$ cat src/hdl/spwm_pkg.sv
// shared types and constants for the three-channel servo pulse unit
package spwm_pkg;

	localparam int SAMPLE_W = 12;
	localparam int WIDTH_W = 11;
	localparam int PERIOD_W = 16;
	localparam int CH_W = 2;
	localparam int QUO_W = 9;
	localparam int MUL_W = 30;
	localparam int PROD_W = SAMPLE_W + MUL_W;
	localparam int RECIP_SHIFT = 31;

	localparam int S_TDATA_W = 16;
	localparam int M_TDATA_W = 16;
	localparam int APB_ADDR_W = 3;
	localparam int APB_DATA_W = 32;

	// register index taken from paddr[2]
	localparam logic REG_PERIOD = 1'b0;

	localparam logic [PERIOD_W-1:0] PERIOD_RESET = 16'd20000;

	localparam logic [SAMPLE_W-1:0] DEAD_LOW = 12'd1948;
	localparam logic [SAMPLE_W-1:0] DEAD_HIGH = 12'd2147;
	localparam logic [WIDTH_W-1:0] WIDTH_MIN = 11'd1000;
	localparam logic [WIDTH_W-1:0] WIDTH_MID = 11'd1500;
	localparam logic [WIDTH_W-1:0] WIDTH_MAX = 11'd2000;

	// 500 * ceil(2^31 / 1947) and 500 * ceil(2^31 / 1948): exact floor for these ranges
	localparam logic [MUL_W-1:0] LO_MUL = 30'd551485500;
	localparam logic [MUL_W-1:0] HI_MUL = 30'd551202500;

	typedef logic [WIDTH_W-1:0] width_t;

endpackage

$ cat src/hdl/spwm_map.sv
// potentiometer sample to pulse width map with center deadband
module spwm_map import spwm_pkg::*; (
	input  logic [SAMPLE_W-1:0] sample,
	output width_t              width
);

	logic                is_lo;
	logic                is_hi;
	logic [SAMPLE_W-1:0] op;
	logic [MUL_W-1:0]    recip;
	logic [PROD_W-1:0]   prod;
	logic [QUO_W-1:0]    quo;
	width_t              base;

	always_comb begin
		is_lo = sample < DEAD_LOW;
		is_hi = sample >= DEAD_HIGH;
		// one shared constant multiply, operand and reciprocal picked by side
		op    = is_lo ? sample : (sample - DEAD_HIGH);
		recip = is_lo ? LO_MUL : HI_MUL;
		prod  = PROD_W'(op) * PROD_W'(recip);
		quo   = prod[RECIP_SHIFT +: QUO_W];
		base  = is_lo ? WIDTH_MIN : WIDTH_MID;
		if (is_lo || is_hi) begin
			width = base + WIDTH_W'(quo);
		end else begin
			width = WIDTH_MID;
		end
	end

endmodule

$ cat src/hdl/three_channel_servo_pwm_deadband_unit.sv
// three-channel servo pulse generator with deadband: top level
// Each input beat is a one-microsecond tick or a potentiometer sample and yields one output beat
// carrying the pin levels and the addressed channel's pulse width. One beat is taken every
// clock cycle while s_tready is high; its result is registered in the output register, or in
// the skid entry when the output is stalled. The frame counter, widths and pin levels update
// at the accepting edge, so back-to-back beats see each other's effects. A two-entry output
// buffer keeps s_tready high while one stalled beat waits; s_tready drops only while both
// entries are full. The frame length is set through the APB register at byte address 0.
module three_channel_servo_pwm_deadband_unit import spwm_pkg::*; #(
	parameter int CHANNELS = 3
) (
	input  logic                  clk,
	input  logic                  arst_n,
	input  logic                  psel,
	input  logic                  penable,
	input  logic                  pwrite,
	input  logic [APB_ADDR_W-1:0] paddr,
	input  logic [APB_DATA_W-1:0] pwdata,
	output logic [APB_DATA_W-1:0] prdata,
	output logic                  pready,
	input  logic                  s_tvalid,
	output logic                  s_tready,
	input  logic [S_TDATA_W-1:0]  s_tdata,  // channel[1:0], sample[13:2], zero[15:14]
	input  logic [0:0]            s_tuser,  // req_type[0]
	output logic                  m_tvalid,
	input  logic                  m_tready,
	output logic [M_TDATA_W-1:0]  m_tdata   // level_a[0], level_b[1], level_c[2], width_now[13:3]
);

	logic [PERIOD_W-1:0] period_q;
	logic [PERIOD_W-1:0] count_q;
	width_t              width_q [CHANNELS];
	logic [CHANNELS-1:0] pins_q;

	logic [M_TDATA_W-1:0] out_data_q;
	logic                 out_valid_q;
	logic [M_TDATA_W-1:0] skid_data_q;
	logic                 skid_valid_q;

	logic                 req_type;
	logic [CH_W-1:0]      channel;
	logic [SAMPLE_W-1:0]  sample;
	logic                 ch_ok;
	logic                 accept;
	logic                 cfg_wr;
	width_t               mapped;

	logic [PERIOD_W-1:0]  count_inc;
	logic                 wrap;
	logic [PERIOD_W-1:0]  count_tick;
	logic [PERIOD_W-1:0]  count_nxt;
	logic [CHANNELS-1:0]  pins_tick;
	logic [CHANNELS-1:0]  pins_nxt;
	width_t               width_nxt [CHANNELS];
	width_t               width_sel;
	logic [7:0]           pins_wide;
	logic [M_TDATA_W-1:0] result;

	assign req_type = s_tuser[0];
	assign channel  = s_tdata[CH_W-1:0];
	assign sample   = s_tdata[CH_W +: SAMPLE_W];
	assign ch_ok    = 4'(channel) < 4'(CHANNELS);
	assign s_tready = !skid_valid_q;
	assign accept   = s_tvalid && s_tready;

	spwm_map u_map (
		.sample (sample),
		.width  (mapped)
	);

	always_comb begin
		count_inc  = count_q + 16'd1;
		wrap       = count_inc >= period_q;
		count_tick = wrap ? '0 : count_inc;
		pins_tick  = wrap ? '1 : pins_q;
		for (int n = 0; n < CHANNELS; n++) begin
			if (count_tick == PERIOD_W'(width_q[n])) begin
				pins_tick[n] = 1'b0;
			end
		end
		count_nxt = req_type ? count_q : count_tick;
		pins_nxt  = req_type ? pins_q : pins_tick;

		width_sel = '0;
		for (int n = 0; n < CHANNELS; n++) begin
			width_nxt[n] = width_q[n];
			if (req_type && 4'(channel) == 4'(n)) begin
				width_nxt[n] = mapped;
			end
			if (ch_ok && 4'(channel) == 4'(n)) begin
				width_sel = width_nxt[n];
			end
		end

		// missing channels read as low
		pins_wide = 8'(pins_nxt);
		result    = {2'b00, width_sel, pins_wide[2:0]};
	end

	// configuration
	assign pready = 1'b1;
	assign cfg_wr = psel && penable && pwrite && pready;
	assign prdata = (paddr[2] == REG_PERIOD) ? APB_DATA_W'(period_q) : '0;

	always_ff @(posedge clk or negedge arst_n) begin
		if (!arst_n) begin
			period_q <= PERIOD_RESET;
		end else if (cfg_wr && paddr[2] == REG_PERIOD) begin
			period_q <= pwdata[PERIOD_W-1:0];
		end
	end

	// servo state
	always_ff @(posedge clk or negedge arst_n) begin
		if (!arst_n) begin
			count_q <= '0;
			pins_q  <= '0;
			for (int n = 0; n < CHANNELS; n++) begin
				width_q[n] <= WIDTH_MID;
			end
		end else if (accept) begin
			count_q <= count_nxt;
			pins_q  <= pins_nxt;
			for (int n = 0; n < CHANNELS; n++) begin
				width_q[n] <= width_nxt[n];
			end
		end
	end

	// output register plus skid entry
	always_ff @(posedge clk or negedge arst_n) begin
		if (!arst_n) begin
			out_valid_q  <= 1'b0;
			skid_valid_q <= 1'b0;
		end else if (!out_valid_q || m_tready) begin
			if (skid_valid_q) begin
				out_valid_q  <= 1'b1;
				skid_valid_q <= 1'b0;
			end else begin
				out_valid_q <= accept;
			end
		end else if (accept) begin
			skid_valid_q <= 1'b1;
		end
	end

	always_ff @(posedge clk) begin
		if (!out_valid_q || m_tready) begin
			out_data_q <= skid_valid_q ? skid_data_q : result;
		end else if (accept) begin
			skid_data_q <= result;
		end
	end

	assign m_tvalid = out_valid_q;
	assign m_tdata  = out_data_q;

endmodule

$ cat config.mk
export PLATFORM = sky130hd
export DESIGN_NAME = three_channel_servo_pwm_deadband_unit
export DESIGN_NICKNAME = d
export VERILOG_FILES = /design/src/hdl/spwm_pkg.sv /design/src/hdl/spwm_map.sv /design/src/hdl/three_channel_servo_pwm_deadband_unit.sv
export SDC_FILE = /design/constraint.sdc
export NUM_CORES = 1
export LEC_CHECK = 0
export ABC_AREA = 1
export BUFFER_PORTS_ARGS = -buffer_cell sky130_fd_sc_hd__buf_2
export CAP_MARGIN = 10
export CORE_MARGIN = 2
export CORE_UTILIZATION = 63
export CTS_CLUSTER_DIAMETER = 80
export DETAILED_ROUTE_END_ITERATION = 6
export PLACE_DENSITY_LB_ADDON = 0.05
export SETUP_SLACK_MARGIN = 0.02
export SLEW_MARGIN = 20
export SYNTH_ARGS = -nofsm -noshare
export SYNTH_HDL_FRONTEND = slang
export SYNTH_SLANG_ARGS = --single-unit
$ cat constraint.sdc
create_clock -name clk -period 4.9 [get_ports clk]
set_input_delay 0.245 -clock clk [delete_from_list [all_inputs] [get_ports clk]]
set_output_delay 0.245 -clock clk [all_outputs]
set_load 0.005 [all_outputs]
Word level (Yosys, flattened, before mapping). Cells that the tools add are included.

Logic and storage cells: 65. Input bits: 59. Output and inout bits: 51. Flip-flop bits (word level): 98.

Equality and inequality tests: 5. Bitwise gates (word level): 3. Order comparisons: 4. Reduce and logical (&&, ||, !) cells: 18. Multipliers: 1. Muxes and demuxes: 21. Add/sub/neg operators: 3.

Operators by type and width (number): two-way mux 11 bit (8); == test 16 x 11 -> 1 bit (3); multiplier 12 x 30 -> 40 bit (1); two-way mux 16 bit (2); two-way mux 19 bit (1); adder 16 x 1 -> 16 bit (second input constant) (1); >= comparator 16 bit (1); two-way mux 14 bit (1); >= comparator 12 bit (second input constant) (1); less-than comparator 12 x 11 -> 1 bit (second input constant) (1); two-way mux 12 bit (1); subtractor 12 bit (second input constant) (1); adder 11 x 9 -> 11 bit (1); logical AND 1 bit (10); two-way mux 1 bit (6); two-way mux 3 bit (2); AND reduction 2 bit (2); inverter 1 bit (3); == test 2 x 1 -> 1 bit (second input constant) (1); == test 2 bit (second input constant) (1); logical NOT 1 bit (2); logical NOT 2 bit (1); logical OR 1 bit (2); less-than comparator 2 bit (second input constant) (1); nonzero test 2 bit (1).

Depth between registers and ports, before layout. Gate-level depths: netlist of run 1.

Depth in word-level cells: 10. Mapped depth: 47. Depth with buffers taken out: 47.

By module. Synthesis of run 1 repeated with hierarchy kept, for this count alone.

Cells, all modules: 1724. Area, all modules: 13266.5 um^2.

By module, submodules not included: spwm_map (sequential area each 0.0 um^2, times used 1, area each 7252.0 um^2, cells an instance 913); three_channel_servo_pwm_deadband_unit (sequential area each 2625.0 um^2, times used 1, area each 6014.5 um^2, cells an instance 811).

Worst setup path after synthesis of run 1. Ideal clock, no wire load.

Kind: input to register. Start point: in s_tdata[7]. End point: reg out_data_q[13], in the netlist m_tdata[13] (data pin). Required time: 4647 ps. Path buffers: 1. Slack: -2486 ps. Arrival time: 7133 ps. Stages: 41. Setup time: 253 ps. Cells stage by stage: nor2_2 nor2_1 nand2_2 nand3_4 inv_4 clkbuf_1 a21oi_1 a21oi_1 nand2_1 fa_1 fa_1 inv_1 fa_1 fa_1 inv_1 fa_1 inv_1 ha_1 (+5 left out) nand2_1 nand2_2 nand2_1 nand3_1 nand2_1 xor2_1 inv_1 ha_1 a21oi_1 inv_1 nor2_4 nand3_2 nor2_2 nand2_1 o211ai_1 nand3_2 nand2_1 nand2_1.

Cells in the longest elaborated chain, start to end: 10. Elaborated cells on any way between the ends: 17. Those cells by class: add/sub (2); mul (1); order compare (2); mux (11); reduce/logical (1).

Ends and longest elaborated chain: start, declared (line three_channel_servo_pwm_deadband_unit.sv:23) `input logic [S_TDATA_W-1:0] s_tdata,`; subtractor 12 bit or less-than comparator 12 x 11 -> 1 bit (tied branches) (line spwm_map.sv:19, spwm_map.sv:16); two-way mux 12 bit or two-way mux 19 bit (tied branches) (line spwm_map.sv:19, spwm_map.sv:20); multiplier 12 x 30 -> 40 bit (line spwm_map.sv:21) `prod = PROD_W'(op) * PROD_W'(recip);`; adder 11 x 9 -> 11 bit (line spwm_map.sv:25) `width = base + WIDTH_W'(quo);`; two-way mux 11 bit * (line spwm_map.sv:24) `if (is_lo || is_hi) begin`; two-way mux 11 bit (line three_channel_servo_pwm_deadband_unit.sv:87) `if (req_type && 4'(channel) == 4'(n)) begin`; two-way mux 11 bit (2 in a row) (line three_channel_servo_pwm_deadband_unit.sv:90) `if (ch_ok && 4'(channel) == 4'(n)) begin`; two-way mux 11 bit * (line three_channel_servo_pwm_deadband_unit.sv:90); via width_sel[10] (line three_channel_servo_pwm_deadband_unit.sv:55) `width_t width_sel;`; two-way mux 14 bit * (line three_channel_servo_pwm_deadband_unit.sv:149) `out_data_q <= skid_valid_q ? skid_data_q : result;`; end signal, assigned (line three_channel_servo_pwm_deadband_unit.sv:149); end, declared (line three_channel_servo_pwm_deadband_unit.sv:35) `logic [M_TDATA_W-1:0] out_data_q;`.

Mark *: on every way through the listed nets, which the timed path passes. The rest lies on a longest branch. A chain may end at the register's enable or synchronous reset.

Worst setup path after layout of run 1. Ends and elaborated chain as after synthesis.

==> results by group, run 1 <==
Status
  • Outcome: finished with violations
  • Failing checks: negative setup slack

Finish
  • Storage element area: 0.00263 sq mm
  • Multi-input logic area: 0.0103 sq mm
  • Non-Filler Cell Area, Final: 0.0179 sq mm
  • NumNets Final: 2300
  • Synthesis-to-layout area growth: 40.3%
  • Fillers: 903
  • Fin util: 89.2%
  • Share of cells above drive strength 1: 42.2%

Timing
  • RSZ-0062 raised after global routing: true
  • Min cycle time layout: 7.77 ns
  • Slew @ Worst Pin: 1.15 ns
  • Setup ws final: -2.87 ns
  • Final Max Tran Viols: 0
  • Setup violators final: 55
  • Final Cycle Share: 159%
  • Max_slew headroom: 23.2%
  • Worst Clk Skew: 0.00710 ns
  • Max Clk Rate: 0.129 GHz
  • Final hold violations: 0

Critical path
  • Critical path class: input pin to flip-flop
  • Startpoint types: input pin
  • CP max stage cell: fa_1
  • CP endpoint kind: flip-flop
  • Slowest cell delay on critical path: 0.89 ns
  • Flop2flop setup slack: 0.23 ns
  • CP startpoint: s_tdata[7]
  • FF-to-FF Start: count_q[0]
  • Worst reg-to-reg path cell count: 26
  • Crit path arrival time: 7.88 ns
  • CP max FO: 6
  • WP data required: 5.01 ns

Floorplan
  • Chip height: 146 um
  • Core Region: 0.0201 sq mm
  • Die W: 146 um
  • IO Pins: 110
  • Initial core utilization: 63.6%
  • DIE AREA: 0.0215 sq mm
  • # rows: 52

Synthesis
  • Largest cells by area after synthesis: fa_1, ha_1, inv_1, dfrtp_1, nand2_1
  • Library cells used by synthesis: 56
  • Prevailing post-synth register cell: dfrtp_1
  • Post-synth EDFFs: 28
  • Synth top area share: 22.9%
  • Area leader, netlist: fa_1
  • Syn avg cell area: 8.05 sq um
  • Sequential area share after synthesis: 20.5%
  • YS warnings: 0
  • Async set-or-reset flop fraction in the synthesized netlist: 71.4%
  • Post-Syn Area: 0.0128 sq mm
  • Cells after synthesis: 1588
  • #FFs+latches synth: 98

Placed design
  • Port bufs: 70
  • HPWL after DPL: 30200 um
  • GPL Wtd Cong: 1.01
  • Area of placed instances: 0.0157 sq mm

Detailed routing
  • Starting DRT DRC Count: 1656
  • Vias: 13500
  • # DRC: 0
  • Vias per Instance: 6.05
  • Final Routed Wirelength: 49700 um
  • Routed wire per std cell: 22.2 um
  • Routed Antenna Nets: 0
  • 1st-pass router iterations: 7

GRT
  • Initial antenna violation count: 0
  • Global route overflow: 0
  • Largest net degree at the start of global routing: 62
  • Gr usage total: 38.8%
  • Number of global-route vias before repair: 12800
  • First-pass GRT wire length: 65000 um

Clock tree
  • Htree depth: 3
  • CTS tree: built
  • Num Clock Sinks: 98
  • Clk slew on worst S/H paths: 0.07 ns
  • CTS Buf Count: 9
  • CTS Root Cell: clkbuf_16
  • Clock latency at the later pin of the worst-skew pair: 0.36 ns
  • Clock Path Buffers: 2

Hold path
  • Worst hold path type: input pin to flip-flop
  • Hold_sp: pwdata[10]
  • Cell count of the worst hold path: 3

Job
  • Max_cap viols: 0
[worst max-delay path, delay by kind of cell]
kind	cells	cell delay, ns
xor+xnor	2	0.46
compound gates	4	0.86
buf+inv	9	0.97
fa+ha+maj	7	3.38
simple gates	18	1.95
[layout by cell type, fill, tap and decap left out, types with 44 or more instances in the layout]
master   count
fa_1       132
buf_2       61
nand2_1    204
dfrtp_1     44
nor2_1      87
a21oi_1     44
nand2_2     66
ha_1        98
inv_1      291
inv_2       60
buf_4      295
[routing by layer]
metal | vias up | part of all wire [%] | global-route usage [%]
met5 | - | 0 | 0
met4 | 0 | 8.4 | 14.7
met3 | 421 | 13 | 9.91
met2 | 1076 | 44 | 62.5
met1 | 6333 | 34 | 50.8
li1 | 5715 | - | -
[final cells by class]
class,instances,area share [%]
flip-flops and latches,98,14.6
well taps,270,1.88
multi-input cells,1104,57.6
diodes,1,0.0139
repair buffers,392,16.4
inverters,358,7.69
repair inverters,1,0.0349
clock inverters,7,0.467
clock buffers,9,1.26
[registers in the layout (all words and copies together), names as in the netlist]
signal        count
m_tvalid          1
m_tdata          14
skid_data_q      14
count_q          16
period_q         16
width_q          33
skid_valid_q      1
pins_q            3
[cell families (layout without fill, tap and decap cells)]
| kind of cell | after synthesis | after routing | synth area share [%] |
|---|---|---|---|
| fa+ha+maj | 277 | 277 | 35.7 |
| flops | 98 | 98 | 20.5 |
| compound gates | 227 | 227 | 9.89 |
| xor+xnor | 39 | 39 | 2.67 |
| buf+inv | 409 | 767 | 12.7 |
| other cells | 2 | 26 | 0.0587 |
| simple gates | 536 | 536 | 18.5 |
[cell usage after synthesis, types with 3 or more instances]
cell	count
nand2_1	275
o21ai_0	99
nand3_2	8
nand4_1	19
dfrtp_1	44
nand3_1	56
xor2_1	31
clkbuf_1	25
o21bai_1	4
nand2_2	15
nor4_1	5
nor2_1	120
nor2_2	7
dfstp_2	26
or2_2	11
a221oi_1	5
fa_1	146
buf_4	21
ha_1	131
o221ai_1	4
o211ai_1	7
inv_2	7
xnor2_1	8
o22ai_1	9
buf_1	3
inv_1	349
edfxtp_1	28
a21oi_1	79
nor3_1	6
o21ai_1	5
[per-stage QoR]
step,hold WS [ns],std cells,setup slack (ns),TNS (ns)
after floorplan,-0.0506,1611,-1.69,-61.80
after global placement,0.110,2159,-2.50,-109.08
after detailed placement,0.115,2159,-2.53,-110.92
after CTS,0.116,2210,-1.64,-66.86
after global routing,0.134,2239,-3.01,-130.91
final,0.119,2240,-2.87,-127.17
[final timing paths]
kind | to
setup / recovery | m_tdata[13]
hold / removal | period_q[10]
setup reg to reg | m_tdata[0]
hold reg to reg | width_q[25]
max in group asynchronous | period_q[4]
min in group asynchronous | width_q[31]
[what timing repair did]
action / CTS / global route
cloned: 1 / 0
hold buffers: 1 / 0
setup endpoints to repair: 55 / 63
resized for setup: 237 / 156
pin swaps: 141 / 133
setup buffers: 43 / 34
endpoints found under the hold margin: 9 / 0
Power of run 1 is not shown: default switching activity piles up to over one toggle a cycle in this logic, so the estimate is an artifact.
==> inputs of run 2 (changes only) <==
CTS_CLUSTER_SIZE = 40   (was not set)
MAX_ROUTING_LAYER = met4   (was not set)
==> run 2 against run 1 <==
The run still ends with negative setup slack left. Count of clock-buffer cells in the layout is the same. Global-route usage grew 3.5 points. Via count grew 0.80%. Wire length shrank 1.7%. Non-clock buffer count grew 3. Critical path type unchanged. Critical path depth grew 4. Die area is the same. Critical endpoint unchanged. Fmax grew 5.3%. Sequential share of layout area shrank 0.16 points.
==> results by group, run 2 (synthesized netlist as in run 1, its figures left out) <==
Finish
  • Non-Filler Instances: 2242 (+0.089%)
  • Fillers: 849 (-6.0%)
  • Max FFs per register: 33 (unchanged)
  • # diodes: 0 (-1)
  • Commonest non-fill, non-tap cells in the layout: inv_1, buf_4, nand2_1
  • Largest registers: width_q (33), count_q (16), period_q (16)
  • Share of cells above drive strength 1: 43.2% (+0.95 points)
  • Fin util: 90.2% (+1.0 points)
  • Most flops, register: width_q
  • NumNets Final: 2303 (+0.13%)
  • Most common cell after layout, fill and taps aside: inv_1
  • Synthesis-to-layout area growth: 41.9%

Timing
  • Worst Clk Skew: 0.00996 ns (+0.00287 ns)
  • Slew @ Worst Pin: 1.16 ns (+0.00538 ns)
  • Min cycle time layout: 7.38 ns (-0.388 ns)
  • Final Cycle Share: 151% (-7.9 points)
  • RSZ-0062 raised after global routing: true
  • Final Max Tran Viols: 0 (unchanged)
  • Final hold violations: 0 (unchanged)
  • Max Clk Rate: 0.135 GHz (+5.3%)
  • Setup ws final: -2.48 ns (+0.388 ns)
  • Setup violators final: 55 (unchanged)
  • Max_slew headroom: 22.6% (-0.64 points)

GRT
  • Busiest grt layer: met2
  • Global route overflow: 0 (unchanged)
  • Gr usage total: 42.3% (+3.5 points)
  • Number of global-route vias before repair: 13300 (+4.5%)
  • Met2 usage: 66.4% (+3.9 points)
  • Initial antenna violation count: 0 (unchanged)
  • Grt met3 use: 9.31% (-0.59 points)
  • Met1 Use GR: 54.1% (+3.3 points)
  • First-pass GRT wire length: 68700 um (+5.8%)
  • Largest net degree at the start of global routing: 64 (+3.2%)

Critical path
  • CP endpoint kind: flip-flop
  • Top cell by count, worst path: inv_2
  • Startpoint types: input pin
  • WP data required: 5.02 ns (about the same)
  • CP bufs+invs: 11 (+2)
  • Critical path class: input pin to flip-flop
  • Crit path max-delay family: adder cells
  • Flop2flop setup slack: 0.10 ns (-0.13 ns)
  • CP endpoint: m_tdata[13]
  • CP max stage cell: fa_2
  • Cell count along the critical path: 44 (+10%)
  • Reg2reg end: m_tdata[1]
  • FF-to-FF Start: count_q[0]
  • Worst reg-to-reg path cell count: 26 (unchanged)
  • CP max FO: 3 (-3)
  • Slowest cell delay on critical path: 0.62 ns (-0.27 ns)
  • CP startpoint: s_tdata[5]
  • Crit path arrival time: 7.50 ns (-0.38 ns)

Detailed routing
  • Vias per Instance: 6.09 (+0.71%)
  • Final Routed Wirelength: 48900 um (-1.7%)
  • Routed Antenna Nets: 0 (unchanged)
  • 1st-pass router iterations: 7 (unchanged)
  • Starting DRT DRC Count: 1588 (-4.1%)
  • Vias: 13700 (+0.80%)
  • # DRC: 0 (unchanged)
  • Routed wire per std cell: 21.8 um (-1.8%)

Status
  • Outcome: finished with violations
  • Failing checks: negative setup slack

Placed design
  • DP Cell Count: 2161 (+0.093%)
  • GPL Wtd Cong: 0.980 (-2.5%)
  • HPWL after DPL: 30500 um (+1.1%)
  • Port bufs: 70 (unchanged)
  • Pre-CTS WS: -2.45 ns (+0.0769 ns)

Job
  • Max_cap viols: 0 (unchanged)

Floorplan
  • Chip height: 146 um (unchanged)
  • DIE AREA: 0.0215 sq mm (unchanged)
  • Die W: 146 um (unchanged)
  • Initial core utilization: 63.6% (unchanged)
  • Core Region: 0.0201 sq mm (unchanged)
  • # rows: 52 (unchanged)
  • IO Pins: 110 (unchanged)

Clock tree
  • Clock Path Buffers: 2 (unchanged)
  • Clock latency at the later pin of the worst-skew pair: 0.36 ns (about the same)
  • CTS tree: built
  • CTS Buf Count: 9 (unchanged)
  • CTS Root Cell: clkbuf_16
  • Num Clock Sinks: 98 (unchanged)
  • Clk slew on worst S/H paths: 0.07 ns (about the same)
  • Htree depth: 3 (unchanged)

Hold path
  • Worst hold path type: input pin to flip-flop
## run 2: cell types whose count changed in the layout (fill, tap and decap cells not counted), sizes merged
cell and change:
bufinv -1, clkinvlp +1, buf +3, diode -1
## run 2: worst register-to-register path: stages (launching register included)
cell      delay (ns)
dfrtp_1         0.44
ha_2            0.23
nand2_1         0.09
inv_2           0.09
nand3_2         0.10
nor2_4          0.15
nand2_2         0.07
nor2_2          0.13
nand2_1         0.11
nor3b_2         0.24
nand2_1         0.12
xnor2_2         0.16
ha_1            0.29
nand4_1         0.13
a21oi_1         0.05
or2_2           0.28
a21oi_1         0.13
nand2_1         0.12
inv_2           0.15
buf_4           0.15
nand2_2         0.12
xor2_1          0.20
o221ai_1        0.16
nor4_2          0.30
nand4_1         0.27
o21ai_2         0.17
o21ai_0         0.09
## run 2: layout make-up
type	count	area [sq um]	area share, %
Sequential cell	98	2630	14.5
Clock buffer	9	225	1.24
Tap cell	270	338	1.86
Inverter	358	1390	7.65
Clock inverter	7	61.3	0.338
Multi-Input combinational cell	1104	10500	57.8
Timing Repair Buffer	395	3020	16.6
Timing Repair inverter	1	8.76	0.0483
## run 2: worst min-delay path by stage
| stage | startpoint | endpoint | depth (start not counted) |
|---|---|---|---|
| 2_1_floorplan | arst_n | count_q[0] | 0 |
| 3_3_place_gp | arst_n | m_tvalid | 1 |
| 6_report | pwdata[11] | period_q[11] | 3 |
| 3_5_place_dp | arst_n | pins_q[1] | 1 |
| 5_1_grt | pwdata[10] | period_q[10] | 3 |
| 4_1_cts | pwdata[10] | period_q[10] | 3 |
## run 2: routing by layer
layer	vias to the layer above	share of wire, %
met5	-	0
met4	0	8.1
met3	393	12
met2	1115	45
met1	6440	35
li1	5706	-
## run 2: what timing repair did
item,CTS,global route
endpoints found under the setup margin,55,64
buffers inserted,46,33
cloned,1,0
pin swaps,129,126
resized for setup,253,177
endpoints found under the hold margin,7,0
hold buffers,1,0
## run 2: stage by stage
| step | hold WS (ns) | instance area, sq um | TNS (ns) |
|---|---|---|---|
| after floorplan | -0.0506 | 13400 | -61.80 |
| after global placement | 0.0865 | 15800 | -101.53 |
| after detailed placement | 0.0950 | 15800 | -109.01 |
| after CTS | 0.124 | 17300 | -73.52 |
| after global routing | 0.144 | 18100 | -118.29 |
| final | 0.120 | 18100 | -109.01 |
Power of run 2 is left out for the same reason.
